==> config.mk <==
export PLATFORM = sky130hd
export DESIGN_NAME = modular_exponentiation
export DESIGN_NICKNAME = d
export VERILOG_FILES = /design/src/rtl/mexp_pkg.sv /design/src/rtl/modular_exponentiation.sv /design/src/rtl/mexp_cell.sv /design/src/rtl/mexp_chain.sv
export SDC_FILE = /design/constraint.sdc
export NUM_CORES = 1
export LEC_CHECK = 0
export ABC_AREA = 1
export ABC_CLOCK_PERIOD_IN_PS = 13200
export CAP_MARGIN = 20
export CORE_MARGIN = 3
export CORE_UTILIZATION = 55
export CTS_CLUSTER_DIAMETER = 120
export DETAILED_ROUTE_END_ITERATION = 8
export DONT_BUFFER_PORTS = 1
export GPL_TIMING_DRIVEN = 0
export MAX_ROUTING_LAYER = met4
export PLACE_DENSITY = 0.76
export SYNTH_ARGS = -nofsm -noshare
export SYNTH_HDL_FRONTEND = slang
export SYNTH_SLANG_ARGS = --single-unit
==> constraint.sdc <==
create_clock -name clk -period 13.2 [get_ports clk]
set_input_delay 0.66 -clock clk [delete_from_list [all_inputs] [get_ports clk]]
set_output_delay 0.66 -clock clk [all_outputs]
set_load 0.02 [all_outputs]
==> src/rtl/mexp_pkg.sv <==
// shared types and constants for the modular exponentiation block
// no dependencies
package mexp_pkg;

	// width of the payload ports
	localparam int FIELD_W = 64;
	// default arithmetic width
	localparam int WIDTH_DEF = 64;

	// control of the bit cell chain
	typedef struct packed {
		logic ld_e;
		logic ld_b;
		logic sh_e;
		logic sh_b;
	} chain_ctl_t;

endpackage

==> src/rtl/modular_exponentiation.sv <==
// modular exponentiation, right-to-left binary method with shift-add modular multiply
// depends on mexp_pkg and mexp_chain
//
// channel   signals                                 handshake
// command   start, base, exponent, modulus          accepted when start and not busy
// result    done, power_mod, zero_modulus           done high for one cycle, no stall
//
// the base is reduced first; then per exponent bit, a multiply into the accumulator when
// the bit is set and a squaring of the base while higher exponent bits remain.
// the single add-compare-subtract unit does one doubling or add per cycle.
// a zero modulus answers in the cycle after the command and leaves busy low.
// reset clears the control state; operand registers are not reset.
// busy is high from the cycle after the accepted beat until the result beat.
module modular_exponentiation
	import mexp_pkg::*;
#(
	parameter int WIDTH = WIDTH_DEF
) (
	input  logic               clk,
	input  logic               arst_n,
	input  logic               start,
	output logic               busy,
	input  logic [FIELD_W-1:0] base,
	input  logic [FIELD_W-1:0] exponent,
	input  logic [FIELD_W-1:0] modulus,
	output logic               done,
	output logic [FIELD_W-1:0] power_mod,
	output logic               zero_modulus
);

	localparam int CW = (WIDTH > 1) ? $clog2(WIDTH) : 1;

	localparam logic [2:0] S_IDLE = 3'd0;
	localparam logic [2:0] S_RED  = 3'd1;
	localparam logic [2:0] S_CHK  = 3'd2;
	localparam logic [2:0] S_MUL  = 3'd3;
	localparam logic [2:0] S_SQ   = 3'd4;

	logic [2:0]       state_q;
	logic [CW-1:0]    cnt_q;
	logic             ph_q;
	logic             tgt_q;
	logic             mdone_q;
	logic             done_q;
	logic             err_q;
	logic [WIDTH-1:0] m_q;
	logic [WIDTH-1:0] sq_q;
	logic [WIDTH-1:0] acc_q;
	logic [WIDTH-1:0] p_q;
	logic [WIDTH-1:0] res_q;

	chain_ctl_t       ctl;
	logic [WIDTH-1:0] b_ld;
	logic [WIDTH-1:0] e_vec;
	logic             b_msb;
	logic             accept;

	logic [WIDTH-1:0] mul_a;
	logic [WIDTH-1:0] addend;
	logic             cin;
	logic [WIDTH:0]   sum;
	logic [WIDTH-1:0] red;

	assign accept = start && !busy;
	assign busy   = (state_q != S_IDLE);

	mexp_chain #(.WIDTH(WIDTH)) u_chain (
		.clk  (clk),
		.ctl  (ctl),
		.e_ld (exponent[WIDTH-1:0]),
		.b_ld (b_ld),
		.e_vec(e_vec),
		.b_msb(b_msb)
	);

	// shared add, compare and subtract: p plus addend plus carry in, reduced once
	assign mul_a  = tgt_q ? sq_q : acc_q;
	assign addend = (state_q == S_MUL && ph_q) ? mul_a : p_q;
	assign cin    = (state_q == S_RED) ? b_msb : 1'b0;
	assign sum    = {1'b0, p_q} + {1'b0, addend} + {{WIDTH{1'b0}}, cin};
	assign red    = (sum >= {1'b0, m_q}) ? WIDTH'(sum - {1'b0, m_q}) : sum[WIDTH-1:0];

	// chain control
	always_comb begin
		ctl  = '0;
		b_ld = base[WIDTH-1:0];
		case (state_q)
			S_IDLE: begin
				ctl.ld_e = accept;
				ctl.ld_b = accept;
			end
			S_RED: begin
				ctl.sh_b = 1'b1;
			end
			S_CHK: begin
				b_ld = sq_q;
				if (e_vec != '0) begin
					if (e_vec[0] && !mdone_q) begin
						ctl.ld_b = 1'b1;
					end else begin
						ctl.sh_e = 1'b1;
					end
				end
			end
			S_SQ: begin
				b_ld     = sq_q;
				ctl.ld_b = (e_vec != '0);
			end
			S_MUL: begin
				ctl.sh_b = ph_q;
			end
			default: begin
				ctl = '0;
			end
		endcase
	end

	// sequencer
	always_ff @(posedge clk or negedge arst_n) begin
		if (!arst_n) begin
			state_q <= S_IDLE;
			done_q  <= 1'b0;
			cnt_q   <= '0;
			ph_q    <= 1'b0;
			tgt_q   <= 1'b0;
			mdone_q <= 1'b0;
		end else begin
			done_q <= 1'b0;
			case (state_q)
				S_IDLE: begin
					if (accept) begin
						if (modulus[WIDTH-1:0] == '0) begin
							done_q <= 1'b1;
						end else begin
							state_q <= S_RED;
							cnt_q   <= CW'(WIDTH - 1);
						end
					end
				end
				S_RED: begin
					if (cnt_q == '0) begin
						state_q <= S_CHK;
						mdone_q <= 1'b0;
					end else begin
						cnt_q <= cnt_q - 1'b1;
					end
				end
				S_CHK: begin
					if (e_vec == '0) begin
						state_q <= S_IDLE;
						done_q  <= 1'b1;
					end else if (e_vec[0] && !mdone_q) begin
						state_q <= S_MUL;
						tgt_q   <= 1'b0;
						ph_q    <= 1'b0;
						cnt_q   <= CW'(WIDTH - 1);
					end else begin
						state_q <= S_SQ;
						mdone_q <= 1'b0;
					end
				end
				S_SQ: begin
					if (e_vec == '0) begin
						state_q <= S_IDLE;
						done_q  <= 1'b1;
					end else begin
						state_q <= S_MUL;
						tgt_q   <= 1'b1;
						ph_q    <= 1'b0;
						cnt_q   <= CW'(WIDTH - 1);
					end
				end
				S_MUL: begin
					ph_q <= !ph_q;
					if (ph_q) begin
						if (cnt_q == '0) begin
							state_q <= S_CHK;
							mdone_q <= !tgt_q;
						end else begin
							cnt_q <= cnt_q - 1'b1;
						end
					end
				end
				default: begin
					state_q <= S_IDLE;
				end
			endcase
		end
	end

	// datapath registers
	always_ff @(posedge clk) begin
		case (state_q)
			S_IDLE: begin
				if (accept) begin
					m_q   <= modulus[WIDTH-1:0];
					p_q   <= '0;
					err_q <= (modulus[WIDTH-1:0] == '0);
					res_q <= '0;
				end
			end
			S_RED: begin
				p_q <= red;
				if (cnt_q == '0) begin
					sq_q  <= red;
					acc_q <= (m_q == WIDTH'(1)) ? '0 : WIDTH'(1);
				end
			end
			S_CHK: begin
				p_q <= '0;
				if (e_vec == '0) begin
					res_q <= acc_q;
				end
			end
			S_SQ: begin
				p_q <= '0;
				if (e_vec == '0) begin
					res_q <= acc_q;
				end
			end
			S_MUL: begin
				if (!ph_q || b_msb) begin
					p_q <= red;
				end
				if (ph_q && cnt_q == '0) begin
					if (tgt_q) begin
						sq_q <= b_msb ? red : p_q;
					end else begin
						acc_q <= b_msb ? red : p_q;
					end
				end
			end
			default: begin
				p_q <= p_q;
			end
		endcase
	end

	assign done         = done_q;
	assign power_mod    = FIELD_W'(res_q);
	assign zero_modulus = err_q;

`ifndef SYNTHESIS
	// a result beat only comes once the block is free again
	a_done_idle: assert property (@(posedge clk) disable iff (!arst_n)
		done |-> !busy) else $error("result beat while busy");

	// an error beat carries a zero result
	a_err_zero: assert property (@(posedge clk) disable iff (!arst_n)
		(done && zero_modulus) |-> (power_mod == '0)) else $error("error result not zero");

	// partial product stays reduced during a multiply
	a_reduced: assert property (@(posedge clk) disable iff (!arst_n)
		(state_q == S_MUL) |-> (p_q < m_q)) else $error("partial product not reduced");

	// a nonzero modulus command makes the block busy
	a_go_busy: assert property (@(posedge clk) disable iff (!arst_n)
		(accept && modulus[WIDTH-1:0] != '0) |=> busy) else $error("command not taken");
`endif

endmodule

==> src/rtl/mexp_cell.sv <==
// one bit cell: an exponent bit that moves right and an operand bit that moves left
// depends on mexp_pkg
module mexp_cell
	import mexp_pkg::*;
(
	input  logic       clk,
	input  chain_ctl_t ctl,
	input  logic       e_ld,
	input  logic       b_ld,
	input  logic       e_nb,
	input  logic       b_nb,
	output logic       e_bit,
	output logic       b_bit
);

	logic e_q;
	logic b_q;

	// exponent bit
	always_ff @(posedge clk) begin
		if (ctl.ld_e) begin
			e_q <= e_ld;
		end else if (ctl.sh_e) begin
			e_q <= e_nb;
		end
	end

	// multiplier operand bit
	always_ff @(posedge clk) begin
		if (ctl.ld_b) begin
			b_q <= b_ld;
		end else if (ctl.sh_b) begin
			b_q <= b_nb;
		end
	end

	assign e_bit = e_q;
	assign b_bit = b_q;

endmodule

==> src/rtl/mexp_chain.sv <==
// row of bit cells holding the exponent and the multiplier operand
// depends on mexp_pkg and mexp_cell
module mexp_chain
	import mexp_pkg::*;
#(
	parameter int WIDTH = WIDTH_DEF
) (
	input  logic             clk,
	input  chain_ctl_t       ctl,
	input  logic [WIDTH-1:0] e_ld,
	input  logic [WIDTH-1:0] b_ld,
	output logic [WIDTH-1:0] e_vec,
	output logic             b_msb
);

	logic [WIDTH-1:0] b_vec;

	// each cell takes the exponent from its upper neighbor and the operand from its lower one
	for (genvar i = 0; i < WIDTH; i++) begin : g_cell
		logic e_nb;
		logic b_nb;
		if (i == WIDTH - 1) begin : g_top
			assign e_nb = 1'b0;
		end else begin : g_mid
			assign e_nb = e_vec[i+1];
		end
		if (i == 0) begin : g_bot
			assign b_nb = 1'b0;
		end else begin : g_up
			assign b_nb = b_vec[i-1];
		end
		mexp_cell u_cell (
			.clk  (clk),
			.ctl  (ctl),
			.e_ld (e_ld[i]),
			.b_ld (b_ld[i]),
			.e_nb (e_nb),
			.b_nb (b_nb),
			.e_bit(e_vec[i]),
			.b_bit(b_vec[i])
		);
	end

	assign b_msb = b_vec[WIDTH-1];

endmodule
==> metrics.txt, run 1 <==
status finished, final reports clean; synthesized area per cell 7.31 um^2; area of the multi-input gates 0.0164 mm^2; initial antenna violation count 1; root buffer cell clkbuf_16; TritonCTS buffer count 49; H-tree Lvls 2; CP endpoint kind flop; CP Class reg -> reg; Total Routing Usage GR 38.4%; Crit Reg-Reg Endpoint sq_q[34]; Setup crit start state_q[1]; core area 0.0605 mm^2; P&R area growth vs syn 8.96%; post-synthesis sequential area ratio 40.9%; port buffer count 0; gr ovfl total 0; fin crit period 8.91 ns; CTS-repair resized insts 0; drt wl/cell 22.1 um; post-CTS setup repair buffer count 0; register bit total from synthesis 462; Post-Syn Instances 4615; WHS Path Cells 0; clock tree buffer depth 3; chip width 254 um; Post-Synthesis Cell Area 0.0337 mm^2; Post-synth EDFFs 449; Post-synth ARST share 2.81%; critical path required time 13.54 ns; Routed Antenna Nets 0; most used cell, CP nand2_1; relative slew slack 18.0%; RSZ-0062 raised after global routing no; Initial Util 55.8%; arrival time at the worst endpoint 9.25 ns; Die Y 254 um; Critical R2R Launch state_q[1]; Hold Path Class in -> reg; vias in the first global route 29604; First-pass DRT Iterations 7; vias 31287; slowest stage delay, CP 0.95 ns; # nets final 5019; cell taking the most area after synthesis edfxtp_1; post-DR vias/cell 5.68; total I/O pin count 262; Final Hold Viols 0; layout cells sized above 1 7.02%; most frequent cells after synthesis 1659 x nand2_1, 738 x inv_1, 449 x edfxtp_1; pin count of the biggest net entering global routing 75; DP HPWL 102000 um; Site Rows 90; FILL cells 5625; clock-pin slew of the registers on the worst-case setup and hold paths 0.06 ns; critical path startpoint category flop; clock sinks 462; Clock Skew 0.0215 ns; setup_tns 0 ns; slowest cell on the critical path clkbuf_1; Netlist cell types 52; Post-Route Utilization 60.8%; Post-synth top flop edfxtp_1; Worst Hold Launch modulus[57]; first-pass GRT wire length 177000 um; Max-Cap Viols 0; R2R depth 40; Min-Delay Endpoint m_q[57]; most common cell in the netlist nand2_1; CTS tree built; Synth warnings 0; DRT iter0 DRCs 3464; final setup fails 0; final max-slew violation count 0; wirelength, routed 122000 um; share of the synthesized area in the top cell type 40.0%; Reg2Reg Setup Slack 4.29 ns; die area 0.0644 mm^2; RD Place Congestion 1.07; FF/Latch Area 0.0138 mm^2; largest cells by area after synthesis edfxtp_1 40%, nand2_1 18%, inv_1 8.2%; Critical Path Fanout Max 10; syn nets 4942; maximum clock frequency 0.112 GHz; drt drc 0; Worst-Skew Late Latency 0.60 ns; period utilization 67.5%; Slew @ Worst Pin 1.23 ns; CTS Hold Bufs 1
## per-stage QoR
stage | hold slack (ns) | setup WS (ns) | cell area, um^2 | cells
finish | 0.152 | 4.29 | 36800 | 5513
global route | 0.132 | 4.10 | 36800 | 5513
CTS | 0.127 | 4.63 | 36800 | 5512
detailed placement | 0.365 | 4.66 | 35100 | 5422
global placement | 0.365 | -6.84 | 34700 | 5397
floorplan | 0.364 | 1.36 | 33700 | 4615
## layout by cell type (no fill, tap or decap), types with 24 or more instances in the layout
cell type,instances
nand4_1,43
xor2_1,64
clkbuf_16,49
nor3_1,24
o211ai_1,65
nand2_1,1659
a21oi_1,274
ha_1,129
o21ai_0,128
edfxtp_1,449
nor4_1,55
a31oi_1,63
nand2_4,54
inv_1,738
clkbuf_1,107
nor2_1,355
nand3_1,168
inv_2,26
nand3_2,79
## layer usage
| layer | vias to the layer above | GRT usage, % | part of all wire [%] |
|---|---|---|---|
| li1 | 15040 | - | - |
| met1 | 14564 | 51.2 | 42 |
| met2 | 1482 | 59.3 | 44 |
| met3 | 201 | 6.91 | 9.8 |
| met4 | 0 | 13.3 | 4.0 |
| met5 | - | - | 0 |
## cells by family (layout without fill, tap and decap cells)
| kind of cell | Yosys count | count (layout) | synth area share [%] |
|---|---|---|---|
| adder cells (fa/ha/maj) | 132 | 132 | 4.96 |
| AND/OR/NAND/NOR | 2501 | 2501 | 32.6 |
| XOR/XNOR | 65 | 65 | 1.69 |
| flip-flops | 462 | 462 | 40.9 |
| buffers and inverters | 897 | 1012 | 10.6 |
| AO/OA/AOI/OAI | 558 | 558 | 9.18 |
| other | 0 | 1 | 0 |
## state kept, by name, summed over array words and instances, names as in the netlist, 3 cells and up
signal,flops
acc_q,64
cnt_q,6
m_q,64
p_q,64
power_mod,64
sq_q,64
state_q,3
u_chain.g_cell.u_cell.b_bit,64
u_chain.g_cell.u_cell.e_bit,64
## worst max path at each step
stage	to
6_report	sq_q[34]
4_1_cts	sq_q[34]
3_5_place_dp	sq_q[34]
3_3_place_gp	sq_q[5]
2_1_floorplan	sq_q[0]
5_1_grt	acc_q[47]
## final cells by class
class / instances / area share, %
inverter: 765 / 7.81
clock buffer: 64 / 3.52
sequential: 462 / 37.6
clock inverter: 25 / 0.939
buffer: 132 / 1.93
multi-input combinational: 3256 / 44.6
tap: 782 / 2.66
timing repair buffer: 26 / 0.943
antenna: 1 / 0.00681
## critical path, delay by kind of cell, from the launching register on
family,cells,cell delay [ns]
buf+inv,9,2.68
simple gates,27,3.92
fa+ha+maj,3,1.44
compound gates,1,0.13
flops,1,0.46
Power of run 1 is left out: the tool's default activity adds up to more than one toggle a clock period on the data nets, which glitch-free logic cannot reach.
==> inputs of run 2 (changes only) <==
--- a/config.mk
+++ b/config.mk
@@ -6,7 +6,7 @@
 export NUM_CORES = 1
 export LEC_CHECK = 0
 export ABC_AREA = 1
-export ABC_CLOCK_PERIOD_IN_PS = 13200
+export ABC_CLOCK_PERIOD_IN_PS = 8600
 export CAP_MARGIN = 20
 export CORE_MARGIN = 3
 export CORE_UTILIZATION = 55
==> constraint.sdc (replaced) <==
create_clock -name clk -period 8.6 [get_ports clk]
set_input_delay 0.43 -clock clk [delete_from_list [all_inputs] [get_ports clk]]
set_output_delay 0.43 -clock clk [all_outputs]
set_load 0.02 [all_outputs]
==> metrics.txt, run 2 (synthesized netlist as in run 1, its figures left out) <==
status finished, final reports clean; slowest cell on the critical path clkbuf_2; chip width 254 um; placed cell count 5419; fin worst setup slack 0.377 ns; critical path startpoint category flop; TritonCTS buffer count 48; period utilization 95.6%; FF/Latch Area 0.0138 mm^2; post-DR vias/cell 5.70; root buffer cell clkbuf_16; Final Hold Viols 0; clock tree buffer depth 3; Worst-Skew Late Latency 0.61 ns; post-CTS setup repair buffer count 0; commonest non-fill, non-tap cell in the layout nand2_1; # nets final 5081; FILL cells 5532; layout cells sized above 1 6.83%; Max-Cap Viols 0; total I/O pin count 262; slowest stage delay, CP 0.56 ns; H-tree Lvls 2; Setup WS pre-CTS 0.0821 ns; final std cells w/o fill 5574; Clock Skew 0.0247 ns; vias in the first global route 30128; RD Place Congestion 1.05; P&R area growth vs syn 10.6%; pin count of the biggest net entering global routing 75; most used cell, CP nand2_1; DRT iter0 DRCs 3500; first-pass GRT wire length 181000 um; dpl cell area 0.0351 mm^2; wirelength, routed 125000 um; Site Rows 90; clock-pin slew of the registers on the worst-case setup and hold paths 0.06 ns; vias 31762; fin crit period 8.22 ns; CTS tree built; First-pass DRT Iterations 8; final max-slew violation count 0; relative slew slack 21.3%; area of the multi-input gates 0.0164 mm^2; Total Routing Usage GR 39.3%; arrival time at the worst endpoint 8.58 ns; clock sinks 462; drt wl/cell 22.3 um; Slew @ Worst Pin 1.18 ns; CP endpoint kind flop; Hold Path Class in -> reg; maximum clock frequency 0.122 GHz; RSZ-0062 raised after global routing no; die area 0.0644 mm^2; Critical Path Fanout Max 10; CP Class reg -> reg; design area 0.0373 mm^2; port buffer count 0; Post-Route Utilization 61.7%; final setup fails 0; initial antenna violation count 3; Routed Antenna Nets 0; critical path required time 8.95 ns; most frequent cells in the layout 1659 x nand2_1, 738 x inv_1, 449 x edfxtp_1; gr ovfl total 0; drt drc 0; Die Y 254 um; Initial Util 55.8%; DP HPWL 103000 um; core area 0.0605 mm^2
run 2: cell count changes in the layout (fill, tap and decap cells not counted), sizes merged, moves of 2 or more:
cell         previous run  this run
clkinv                 15        17
buf                    63        61
dlygate4sd3             1        66
diode                   1         4
clkbuf                158       156
bufinv                  8         2
run 2: path summary, 6_finish.rpt:
kind,from,end,slack [ns],cells past startpoint
min in group asynchronous,arst_n,ph_q,0.32,1
hold / removal,exponent[11],u_chain.g_cell[11].u_cell.e_bit,0.01,2
max in group asynchronous,arst_n,state_q[2],7.83,1
setup reg to reg,state_q[1],sq_q[51],0.38,40
hold reg to reg,cnt_q[1],cnt_q[1],0.47,2
setup / recovery,state_q[1],sq_q[51],0.38,40
run 2: final cells by class:
type,count,area share [%]
Timing Repair Buffer,89,2.77
Clock inverter,22,0.510
Clock buffer,62,3.44
Inverter,765,7.70
Antenna cell,4,0.0268
Sequential cell,462,37.0
Tap cell,782,2.62
Buffer,132,1.91
Multi-Input combinational cell,3256,44.0
run 2: worst max-delay path: cells and delay by family, from the launching register on:
kind	cells	cell delay (ns)
simple gates	27	3.85
buf+inv	9	2.00
fa+ha+maj	3	1.47
flops	1	0.48
compound gates	1	0.12
run 2: timing repair:
action / in CTS / in global routing
endpoints found under the setup margin: 0 / 192
resized for setup: 0 / 5
endpoints found under the hold margin: 78 / 0
hold buffers: 66 / 0
run 2: metal layers:
metal | vias to the layer above | part of all wire [%] | GRT usage, %
li1 | 15163 | - | -
met1 | 14898 | 41 | 52.1
met2 | 1478 | 45 | 61.0
met3 | 223 | 9.6 | 6.39
met4 | 0 | 4.3 | 14.7
met5 | - | 0 | -
run 2: stage by stage:
step | setup TNS [ns] | hold WS (ns)
final | 0 | 0.0148
after detailed placement | 0 | 0.136
after CTS | 0 | 0.00273
after global placement | -321.16 | 0.136
after floorplan | 0 | 0.134
after global routing | 0 | 0.0105
Power of run 2 is left out for the same reason.
